## src/design/assert_macros.svh

```systemverilog
// assertion macros used by the top-level assembler design file
`ifndef ASSERT_MACROS_SVH
`define ASSERT_MACROS_SVH
`ifndef SYNTH
`define ASSERT_IMPLIES(label, clk, rst_n, ante, cons) \
	label: assert property (@(posedge clk) disable iff (!rst_n) (ante) |-> (cons)) \
		else $error("assertion failed");
`define ASSERT_NEXT(label, clk, rst_n, ante, cons) \
	label: assert property (@(posedge clk) disable iff (!rst_n) (ante) |=> (cons)) \
		else $error("assertion failed");
`else
`define ASSERT_IMPLIES(label, clk, rst_n, ante, cons)
`define ASSERT_NEXT(label, clk, rst_n, ante, cons)
`endif
`endif

```

## src/design/sta_pkg.sv

```systemverilog
package sta_pkg;
	localparam int IdxW = 16;
	localparam int PosW = 32;
	localparam int MatW = 16;
	localparam int QDepth = 4;
	localparam int QPtrW = 2;
	localparam logic [0:0] RegFaceType = 1'b0;
	localparam logic FaceList = 1'b0;

	typedef struct packed {
		logic [IdxW-1:0] a;
		logic [IdxW-1:0] b;
		logic [IdxW-1:0] c;
		logic [MatW-1:0] mat;
	} tri_t;

	function automatic logic fp_equal(input logic [PosW-1:0] x, input logic [PosW-1:0] y);
		logic [PosW-2:0] mx;
		logic [PosW-2:0] my;
		mx = x[PosW-2:0];
		my = y[PosW-2:0];
		if (mx > 31'h7F800000 || my > 31'h7F800000) return 1'b0;
		if (mx == '0 && my == '0) return 1'b1;
		return x == y;
	endfunction
endpackage

```

## src/design/strip_to_triangle_assembler.sv

```systemverilog
// a triangle enters the queue as its closing vertex is taken; ports show its head
// throughput: one vertex per cycle unless full; the window stage decides one a cycle
// a four-entry triangle queue decouples it from the consumer, full stalls push
// reset: arst_n clears window fill, parity, queue pointers and face_type (list mode)
`include "assert_macros.svh"
module strip_to_triangle_assembler (
	input  logic clk,
	input  logic arst_n,
	input  logic psel,
	input  logic penable,
	input  logic pwrite,
	input  logic [0:0] paddr,
	input  logic [31:0] pwdata,
	output logic [31:0] prdata,
	output logic pready,
	input  logic push,
	output logic full,
	input  logic [sta_pkg::IdxW-1:0] vertex_index,
	input  logic [sta_pkg::PosW-1:0] pos_x,
	input  logic [sta_pkg::PosW-1:0] pos_y,
	input  logic [sta_pkg::PosW-1:0] pos_z,
	input  logic [sta_pkg::MatW-1:0] material,
	input  logic last_in_split,
	output logic empty,
	input  logic pop,
	output logic [sta_pkg::IdxW-1:0] corner_a,
	output logic [sta_pkg::IdxW-1:0] corner_b,
	output logic [sta_pkg::IdxW-1:0] corner_c,
	output logic [sta_pkg::MatW-1:0] tri_material
);
	import sta_pkg::*;

	logic face_type_q;
	logic accept;
	logic emit;
	tri_t tri_w;
	tri_t tri_r;
	logic q_full;

	assign pready = 1'b1;
	assign prdata = (paddr == RegFaceType) ? {31'd0, face_type_q} : 32'd0;

	always_ff @(posedge clk or negedge arst_n) begin
		if (!arst_n) face_type_q <= FaceList;
		else if (psel && penable && pwrite && paddr == RegFaceType) face_type_q <= pwdata[0];
	end

	assign full = q_full;
	assign accept = push && !q_full;

	sta_front u_front (
		.clk, .arst_n, .face_type(face_type_q), .in_valid(accept),
		.vertex_index, .pos_x, .pos_y, .pos_z, .material, .last_in_split,
		.emit, .tri_out(tri_w)
	);

	sta_queue u_queue (
		.clk, .arst_n, .wr(emit), .wdata(tri_w), .rd(pop), .rdata(tri_r),
		.q_empty(empty), .q_full
	);

	assign corner_a = tri_r.a;
	assign corner_b = tri_r.b;
	assign corner_c = tri_r.c;
	assign tri_material = tri_r.mat;

	`ASSERT_IMPLIES(a_no_emit_when_full, clk, arst_n, q_full, !emit)
	`ASSERT_NEXT(a_push_fills, clk, arst_n, emit && empty, !empty)
	`ASSERT_IMPLIES(a_emit_needs_accept, clk, arst_n, emit, accept)
endmodule

```

## src/design/sta_front.sv

```systemverilog
module sta_front (
	input  logic clk,
	input  logic arst_n,
	input  logic face_type,
	input  logic in_valid,
	input  logic [sta_pkg::IdxW-1:0] vertex_index,
	input  logic [sta_pkg::PosW-1:0] pos_x,
	input  logic [sta_pkg::PosW-1:0] pos_y,
	input  logic [sta_pkg::PosW-1:0] pos_z,
	input  logic [sta_pkg::MatW-1:0] material,
	input  logic last_in_split,
	output logic emit,
	output sta_pkg::tri_t tri_out
);
	import sta_pkg::*;

	logic [IdxW-1:0] idx_q [2];
	logic [PosW-1:0] x_q [2];
	logic [PosW-1:0] y_q [2];
	logic [PosW-1:0] z_q [2];
	logic [1:0] fill_q;
	logic par_q;
	logic degen;
	logic full2;

	function automatic logic same(input logic [PosW-1:0] ax, input logic [PosW-1:0] ay,
			input logic [PosW-1:0] az, input logic [PosW-1:0] bx,
			input logic [PosW-1:0] by, input logic [PosW-1:0] bz);
		return fp_equal(ax, bx) && fp_equal(ay, by) && fp_equal(az, bz);
	endfunction

	assign full2 = fill_q[1];
	assign degen = same(x_q[0], y_q[0], z_q[0], x_q[1], y_q[1], z_q[1])
		|| same(x_q[0], y_q[0], z_q[0], pos_x, pos_y, pos_z)
		|| same(x_q[1], y_q[1], z_q[1], pos_x, pos_y, pos_z);

	always_comb begin
		emit = in_valid && full2 && (face_type == FaceList || !degen);
		tri_out.b = idx_q[0];
		tri_out.mat = material;
		if (face_type == FaceList || !par_q) begin
			tri_out.a = idx_q[1];
			tri_out.c = vertex_index;
		end else begin
			tri_out.a = vertex_index;
			tri_out.c = idx_q[1];
		end
	end

	always_ff @(posedge clk or negedge arst_n) begin
		if (!arst_n) begin
			fill_q <= '0;
			par_q <= 1'b0;
		end else if (in_valid) begin
			if (last_in_split) begin
				fill_q <= '0;
				par_q <= 1'b0;
			end else begin
				if (full2 && face_type == FaceList) fill_q <= '0;
				else if (!full2) fill_q <= fill_q + 2'd1;
				if (full2 && face_type != FaceList) par_q <= !par_q;
			end
		end
	end

	// window shift; list mode leaves the window untouched when full
	always_ff @(posedge clk) begin
		if (in_valid) begin
			if (!full2) begin
				idx_q[fill_q[0]] <= vertex_index;
				x_q[fill_q[0]] <= pos_x;
				y_q[fill_q[0]] <= pos_y;
				z_q[fill_q[0]] <= pos_z;
			end else if (face_type != FaceList) begin
				idx_q[0] <= idx_q[1];
				x_q[0] <= x_q[1];
				y_q[0] <= y_q[1];
				z_q[0] <= z_q[1];
				idx_q[1] <= vertex_index;
				x_q[1] <= pos_x;
				y_q[1] <= pos_y;
				z_q[1] <= pos_z;
			end
		end
	end
endmodule

```

## src/design/sta_queue.sv

```systemverilog
module sta_queue (
	input  logic clk,
	input  logic arst_n,
	input  logic wr,
	input  sta_pkg::tri_t wdata,
	input  logic rd,
	output sta_pkg::tri_t rdata,
	output logic q_empty,
	output logic q_full
);
	import sta_pkg::*;

	tri_t mem_q [QDepth];
	logic [QPtrW-1:0] wp_q;
	logic [QPtrW-1:0] rp_q;
	logic [QPtrW:0] cnt_q;
	logic do_wr;
	logic do_rd;

	assign q_empty = cnt_q == '0;
	assign q_full = cnt_q == (QPtrW+1)'(QDepth);
	assign do_wr = wr && !q_full;
	assign do_rd = rd && !q_empty;
	assign rdata = mem_q[rp_q];

	always_ff @(posedge clk or negedge arst_n) begin
		if (!arst_n) begin
			wp_q <= '0;
			rp_q <= '0;
			cnt_q <= '0;
		end else begin
			if (do_wr) wp_q <= wp_q + 1'b1;
			if (do_rd) rp_q <= rp_q + 1'b1;
			cnt_q <= cnt_q + (QPtrW+1)'(do_wr) - (QPtrW+1)'(do_rd);
		end
	end

	always_ff @(posedge clk) begin
		if (do_wr) mem_q[wp_q] <= wdata;
	end
endmodule

```

## config.mk

```make
export PLATFORM = sky130hd
export DESIGN_NAME = strip_to_triangle_assembler
export DESIGN_NICKNAME = d
export VERILOG_FILES = /design/src/design/sta_pkg.sv /design/src/design/strip_to_triangle_assembler.sv /design/src/design/sta_front.sv /design/src/design/sta_queue.sv
export VERILOG_INCLUDE_DIRS = /design/src /design/src/design
export SDC_FILE = /design/constraint.sdc
export NUM_CORES = 1
export LEC_CHECK = 0
export BUFFER_PORTS_ARGS = -buffer_cell sky130_fd_sc_hd__buf_2
export CAP_MARGIN = 25
export CORE_MARGIN = 4
export CORE_UTILIZATION = 25
export DETAILED_ROUTE_END_ITERATION = 16
export PLACE_DENSITY = 0.42
export REMOVE_ABC_BUFFERS = 1
export SLEW_MARGIN = 40
export SYNTH_ARGS = -nofsm -noshare
export SYNTH_HDL_FRONTEND = slang
export SYNTH_HIERARCHICAL = 1
export SYNTH_SLANG_ARGS = --single-unit
```

## constraint.sdc

```tcl
create_clock -name clk -period 14 [get_ports clk]
set_input_delay 1.4 -clock clk [delete_from_list [all_inputs] [get_ports clk]]
set_output_delay 1.4 -clock clk [all_outputs]
set_load 0.05 [all_outputs]
```

==> impl_metrics.env, run 1 <==
export IMPL_multi_input_area_mm2=0.00758
export IMPL_synthCells=1357
export IMPL_drt_total_wl_mm=62.7
export IMPL_drv_cap=0
export IMPL_port_buffers=204
export IMPL_drt_first_iter_violations=720
export IMPL_fin_crit_ns=4.60
export IMPL_dieArea_mm2=0.0956
export IMPL_initial_core_util_pct=25.2
export IMPL_track_usage_pct=12.9
export IMPL_cts_setup_buffers=0
export IMPL_drive_gt1_share_pct=32.0
export IMPL_hold_path_class="flip-flop to flip-flop"
export IMPL_grt_pass1_wl_mm=92.2
export IMPL_dieWidth_um=309
export IMPL_synth_seq_area_share_pct=64.8
export IMPL_setup_viol=0
export IMPL_synth_seq_cells=491
export IMPL_critPathCaptureType="flip-flop"
export IMPL_io_pins=268
export IMPL_ys_flop_type="edfxtp_1"
export IMPL_clockRootBuffer="clkbuf_16"
export IMPL_grt_max_degree=62
export IMPL_synth_distinct_cells=42
export IMPL_synthArstFlopShare_pct=2.24
export IMPL_num_fill_cells=9053
export IMPL_synthToLayoutAreaGrowth_pct=18.4
export IMPL_ctsResizeCount=0
export IMPL_netlist_area_mm2=0.0227
export IMPL_num_vias=12800
export IMPL_overflow=0
export IMPL_cp_arrival_ns=5.06
export IMPL_tightestPinTransition_ns=0.745
export IMPL_ir_drop_v=0.000109
export IMPL_synth_edf_count=480
export IMPL_cp_max_fo=9
export IMPL_antenna_left=0
export IMPL_maxSlewHeadroom_pct=50.4
export IMPL_cts_sinks=491
export IMPL_drv_slew=0
export IMPL_holdBufCountCts=0
export IMPL_drc=0
export IMPL_firstDrtPassIters=5
export IMPL_vias_per_cell=4.52
export IMPL_rsz0062_at_grt="no"
export IMPL_period_share_pct=32.9
export IMPL_path_clk_slew_ns=0.06
export IMPL_row_count=110
export IMPL_seq_area_mm2=0.0147
export IMPL_grt_pass1_vias=13600
export IMPL_hpwl_mm=43.0
export IMPL_fin_nets=1765
export IMPL_p_leak_uw=0.00835
export IMPL_core_area_mm2=0.0900
export IMPL_layout_commonest_cell="edfxtp_1"
export IMPL_hold_viol=0
export IMPL_worstPathRequired_ns=14.46
export IMPL_cp_start_kind="input pin"
export IMPL_cpMaxStageDelayCell="o21ai_0"
export IMPL_gp_congestion=0.943
export IMPL_ctsLongestPathBuffers=3
export IMPL_final_cell_mix="edfxtp_1, xnor2_1, buf_2"
export IMPL_cp_cell_sequence="buf_2 -> nor3_1 -> nand4_1 -> o21ai_0 -> o311ai_1 -> nor4_1 -> a211o_1 -> a21oi_1 -> nand2b_1 -> ha_1 -> inv_1 -> ha_1 -> inv_1 -> fa_1 -> xnor2_1 -> xnor2_1"
export IMPL_cts_buffers=59
export IMPL_p_per_area_mw_per_mm2=192
export IMPL_cts_tree="yes"
export IMPL_max_stage_delay_ns=0.45
export IMPL_htreeDepth=2
export IMPL_criticalPathCategory="input pin to flip-flop"
export IMPL_outcome="finished clean"
export IMPL_post_drt_wl_per_cell_um=22.2
export IMPL_finClkSkew_ns=0.0664
export IMPL_die_y_um=309
export IMPL_syn_avg_cell_area_um2=16.7
export IMPL_yosysWarnings=6
export IMPL_clock_latency_ns=0.64
export IMPL_max_freq_mhz=217
export IMPL_antenna_found_initial=20
export IMPL_p_total_uw=5160
export IMPL_setup_tns_ns=0
metal layers:
layer	up-vias	share of wire [%]	GRT usage, %
met4	10	2.3	3.36
met2	318	47	21.0
met1	6539	44	17.5
li1	5790	-	-
met5	-	0.10	0
met3	96	6.3	2.79
worst max-delay path, delay by kind of cell:
family | cells | cell delay [ns]
AND/OR/NAND/NOR | 4 | 1.18
buffers and inverters | 3 | 0.24
XOR/XNOR | 2 | 0.28
adder cells (fa/ha/maj) | 3 | 0.75
AO/OA/AOI/OAI | 4 | 1.18
layout make-up:
cell class	instances	share of cell area (%)
Antenna cell	9	0.0839
Clock buffer	71	5.67
Clock inverter	37	1.33
Inverter	9	0.126
Multi-Input combinational cell	810	28.2
Sequential cell	491	54.7
Tap cell	1176	5.48
Timing Repair Buffer	218	4.37
flip-flops by register name, summed over array words and instances (netlist names), 2 cells and up:
signal / flops
u_queue/mem_q: 256
u_front/x_q: 64
u_front/y_q: 64
u_front/z_q: 64
u_front/idx_q: 32
u_queue/cnt_q: 3
u_front/fill_q: 2
u_queue/rp_q: 2
u_queue/wp_q: 2
worst paths after layout:
path / depth (start not counted) / slack (ns) / start / endpoint
worst max-delay path: 16 / 9.40 / pos_x[10] / u_queue/cnt_q[2]$_DFF_PN0_
worst max register to register: 9 / 9.96 / u_front/y_q[1][23]$_DFFE_PP_ / u_queue/mem_q[0][12]$_DFFE_PP_
max in group asynchronous: 1 / 13.07 / arst_n / u_queue/rp_q[0]$_DFFE_PN0P_
worst min-delay path: 0 / 0.44 / u_front/idx_q[0][10]$_DFFE_PP_ / u_queue/mem_q[1][42]$_DFFE_PP_
min in group asynchronous: 1 / 0.63 / arst_n / u_queue/wp_q[0]$_DFFE_PN0P_
worst min register to register: 0 / 0.44 / u_front/idx_q[0][10]$_DFFE_PP_ / u_queue/mem_q[1][42]$_DFFE_PP_
kinds of logic (layout without fill, tap and decap cells):
logic type / after synthesis / count (layout) / share of synthesized area [%]
flip-flops: 491 / 491 / 64.8
XOR/XNOR: 292 / 292 / 11.3
AND/OR/NAND/NOR: 242 / 242 / 6.51
multiplexers: 209 / 209 / 13.6
buffers and inverters: 86 / 335 / 2.52
AO/OA/AOI/OAI: 28 / 28 / 0.905
adder cells (fa/ha/maj): 7 / 7 / 0.419
other: 2 / 41 / 0.0331
synth_stat cells (all sizes together) (6+ instances only):
cell    instances  area (um^2)
edfxtp        480        14400
xnor2         292         2560
mux2          145         1630
nand4          96          601
nor4           83          538
buf            76          533
mux4           64         1440
nand2          19         71.3
nor3           17         95.1
nor2           12         45.0
dfrtp          11          275
a22oi          10         75.1
inv             9         33.8
ha              6         75.1
o21ai           6         30.0
per-stage QoR:
step	std cells	instance area, um^2	utilization [%]	setup WS [ns]	hold slack (ns)
4_1_cts	2811	26800	29.8	9.30	0.446
3_5_place_dp	2703	24900	27.7	8.75	0.482
6_report	2821	26900	29.8	9.40	0.443
5_1_grt	2812	26800	29.8	9.23	0.471
2_1_floorplan	1310	22300	-	6.17	0.454
3_3_place_gp	2701	24900	27.6	8.74	0.467
where the power goes:
part           internal, uW  leakage [uW]  switching (uW)
sequential             1930       0.00452             237
combinational           537       0.00293             990
clock                   849      0.000894             620
total                  3320       0.00835            1850
No activity file was read; power rests on OpenSTA's default activity.
==> inputs of run 2 (changes only) <==
--- a/config.mk
+++ b/config.mk
@@ -11,7 +11,7 @@
 export CORE_MARGIN = 4
 export CORE_UTILIZATION = 25
 export DETAILED_ROUTE_END_ITERATION = 16
-export PLACE_DENSITY = 0.42
+export PLACE_DENSITY = 0.43
 export REMOVE_ABC_BUFFERS = 1
 export SLEW_MARGIN = 40
 export SYNTH_ARGS = -nofsm -noshare
==> constraint.sdc (replaced) <==
create_clock -name clk -period 3.8 [get_ports clk]
set_input_delay 0.38 -clock clk [delete_from_list [all_inputs] [get_ports clk]]
set_output_delay 0.38 -clock clk [all_outputs]
set_load 0.05 [all_outputs]
==> impl_metrics.env, run 2 (same netlist as run 1, synthesis figures left out) <==
export IMPL_dieWidth_um=309
export IMPL_critPathCaptureType="flip-flop"
export IMPL_cp_cell_sequence="nor4_4 -> nand4_1 -> o21ai_2 -> buf_4 -> o311ai_2 -> nor4_2 -> a211o_2 -> a21oi_2 -> nand2b_1 -> ha_1 -> inv_1 -> ha_1 -> inv_1 -> fa_1 -> xnor2_1 -> xnor2_1"
export IMPL_p_comb_share_pct=30.9
export IMPL_diodes=0
export IMPL_regToRegSetupSlack_ns=0.27
export IMPL_period_share_pct=92.9
export IMPL_hold_viol=0
export IMPL_drv_slew=0
export IMPL_p_total_uw=19400
export IMPL_drt_met1_wl_mm=29.5
export IMPL_overflow=0
export IMPL_tightestPinTransition_ns=0.861
export IMPL_power_frac_clock_pct=28.3
export IMPL_drive_gt1_share_pct=36.5
export IMPL_track_usage_pct=13.2
export IMPL_clockRootBuffer="clkbuf_16"
export IMPL_cts_sinks=491
export IMPL_swShare_pct=35.7
export IMPL_core_area_mm2=0.0900
export IMPL_drt_total_wl_mm=64.4
export IMPL_grt_max_degree=113
export IMPL_top_layer="met5"
export IMPL_io_pins=268
export IMPL_hold_path_class="input pin to flip-flop"
export IMPL_largest_register="u_queue/mem_q"
export IMPL_criticalPathCategory="flip-flop to flip-flop"
export IMPL_cp_arrival_ns=3.97
export IMPL_layout_commonest_cell="edfxtp_1"
export IMPL_dp_cells=2810
export IMPL_cp_start_kind="flip-flop"
export IMPL_vias_per_cell=4.49
export IMPL_setup_viol=0
export IMPL_setup_ws_ns=0.271
export IMPL_largest_reg_flops=256
export IMPL_reg2reg_depth=16
export IMPL_max_freq_mhz=283
export IMPL_maxSlewHeadroom_pct=42.6
export IMPL_num_vias=13300
export IMPL_num_fill_cells=8999
export IMPL_p_leak_uw=0.00916
export IMPL_critPathTopFamily="simple AND/OR/NAND/NOR gates"
export IMPL_antenna_found_initial=9
export IMPL_grt_pass1_vias=14200
export IMPL_drc=0
export IMPL_worstHoldPathCells=1
export IMPL_grt_pass1_wl_mm=93.9
export IMPL_fin_crit_ns=3.53
export IMPL_reg2reg_to="u_queue/cnt_q[2]$_DFF_PN0_"
export IMPL_port_buffers=204
export IMPL_route_met2_wl_mm=30.5
export IMPL_place_ws_ns=-0.474
export IMPL_dieArea_mm2=0.0956
export IMPL_initial_core_util_pct=25.2
export IMPL_whs_endpoint="u_front/x_q[1][18]$_DFFE_PP_"
export IMPL_final_util_pct=31.6
export IMPL_worstPathRequired_ns=4.24
export IMPL_synthToLayoutAreaGrowth_pct=25.5
export IMPL_worst_path_buf_inv=3
export IMPL_htreeDepth=2
export IMPL_cts_tree="yes"
export IMPL_gp_congestion=0.902
export IMPL_wl_met3_mm=2.97
export IMPL_instances_no_fill=2970
export IMPL_p_switching_uw=6950
export IMPL_cts_buffers=57
export IMPL_outcome="finished clean"
export IMPL_post_drt_wl_per_cell_um=21.7
export IMPL_final_cell_mix="edfxtp_1, xnor2_1, buf_2"
export IMPL_power_share_sequential_pct=40.7
export IMPL_hp_start="pos_x[18]"
export IMPL_drt_first_iter_violations=775
export IMPL_clock_latency_ns=0.64
export IMPL_p_int_uw=12500
export IMPL_ir_drop_v=0.000489
export IMPL_cp_max_fo=2
export IMPL_r2r_start="u_front/x_q[1][1]$_DFFE_PP_"
export IMPL_die_y_um=309
export IMPL_hpwl_mm=44.7
export IMPL_max_stage_delay_ns=0.43
export IMPL_row_count=110
export IMPL_path_clk_slew_ns=0.06
export IMPL_antenna_left=0
export IMPL_firstDrtPassIters=5
export IMPL_drv_cap=0
export IMPL_cpMaxStageDelayCell="edfxtp_1"
export IMPL_ctsLongestPathBuffers=3
export IMPL_timing_hold_ws_ns=0.0437
export IMPL_rsz0062_at_grt="no"
export IMPL_fin_nets=1924
export IMPL_finClkSkew_ns=0.0746
export IMPL_p_per_area_mw_per_mm2=683
run 2: cell types whose count changed in the layout (fill, tap and decap cells not counted), sizes merged:
| cell | change |
|---|---|
| diode | -9 |
| bufinv | +2 |
| clkbuf | -8 |
| clkinv | +1 |
| buf | +106 |
| clkinvlp | +2 |
| dlygate4sd3 | +55 |
run 2: per-stage QoR:
| step | setup TNS [ns] | cell area (um^2) |
|---|---|---|
| after CTS | 0 | 28400 |
| after floorplan | -768.54 | 22300 |
| after global placement | -6.14 | 25900 |
| final | 0 | 28500 |
| after global routing | 0 | 28500 |
| after detailed placement | -0.911 | 25900 |
run 2: worst max path at each step:
stage	slack, ns	depth (start not counted)	start	endpoint
2_1_floorplan	-3.37	4	u_queue/cnt_q[2]$_DFF_PN0_	u_front/idx_q[1][0]$_DFFE_PP_
3_3_place_gp	-0.53	18	pos_x[5]	u_queue/cnt_q[2]$_DFF_PN0_
3_5_place_dp	-0.47	18	pos_x[5]	u_queue/cnt_q[2]$_DFF_PN0_
4_1_cts	0.007	18	pos_x[19]	u_queue/cnt_q[2]$_DFF_PN0_
5_1_grt	0.07	15	u_front/x_q[0][8]$_DFFE_PP_	u_queue/cnt_q[2]$_DFF_PN0_
6_report	0.27	16	u_front/x_q[1][1]$_DFFE_PP_	u_queue/cnt_q[2]$_DFF_PN0_
run 2: routing by layer:
layer / GRT usage (%) / up-vias
met2: 22.0 / 342
met1: 17.9 / 6806
met5: 0 / -
li1: - / 6082
met4: 3.11 / 10
met3: 2.38 / 94
run 2: power by group through the flow:
stage | combinational, uW | sequential, uW | clock, uW
final | 6010 | 7920 | 5510
after global routing | 6420 | 8020 | 5970
after CTS | 6160 | 7910 | 5740
after detailed placement | 6100 | 8010 | 0
after global placement | 6110 | 8000 | 0
after floorplan | 3960 | 8170 | 0
run 2: cell type report:
class | instances | area [um^2] | share of cell area, %
Tap cell | 1176 | 1470 | 5.17
Clock buffer | 63 | 1450 | 5.09
Multi-Input combinational cell | 810 | 7680 | 27.0
Inverter | 9 | 33.8 | 0.119
Sequential cell | 491 | 14700 | 51.6
Timing Repair Buffer | 379 | 2690 | 9.44
Clock inverter | 42 | 442 | 1.55
run 2: what timing repair did:
| action | 4_1_cts | 5_1_grt |
|---|---|---|
| hold buffers | 55 | 0 |
| hold endpoints to repair | 114 | 0 |
| setup buffers | 0 | 0 |
| pin swaps | 1 | 4 |
| gates resized for setup | 1 | 17 |
| endpoints found under the setup margin | 1 | 2 |
run 2: worst register-to-register path, cell delays in order, from the launching register on:
cell and delay (ns):
edfxtp_1 0.43, nor4_4 0.34, nand4_1 0.24, o21ai_2 0.26, buf_4 0.15, o311ai_2 0.11
nor4_2 0.28, a211o_2 0.21, a21oi_2 0.09, nand2b_1 0.10, ha_1 0.22, inv_1 0.06
ha_1 0.13, inv_1 0.06, fa_1 0.41, xnor2_1 0.15, xnor2_1 0.13
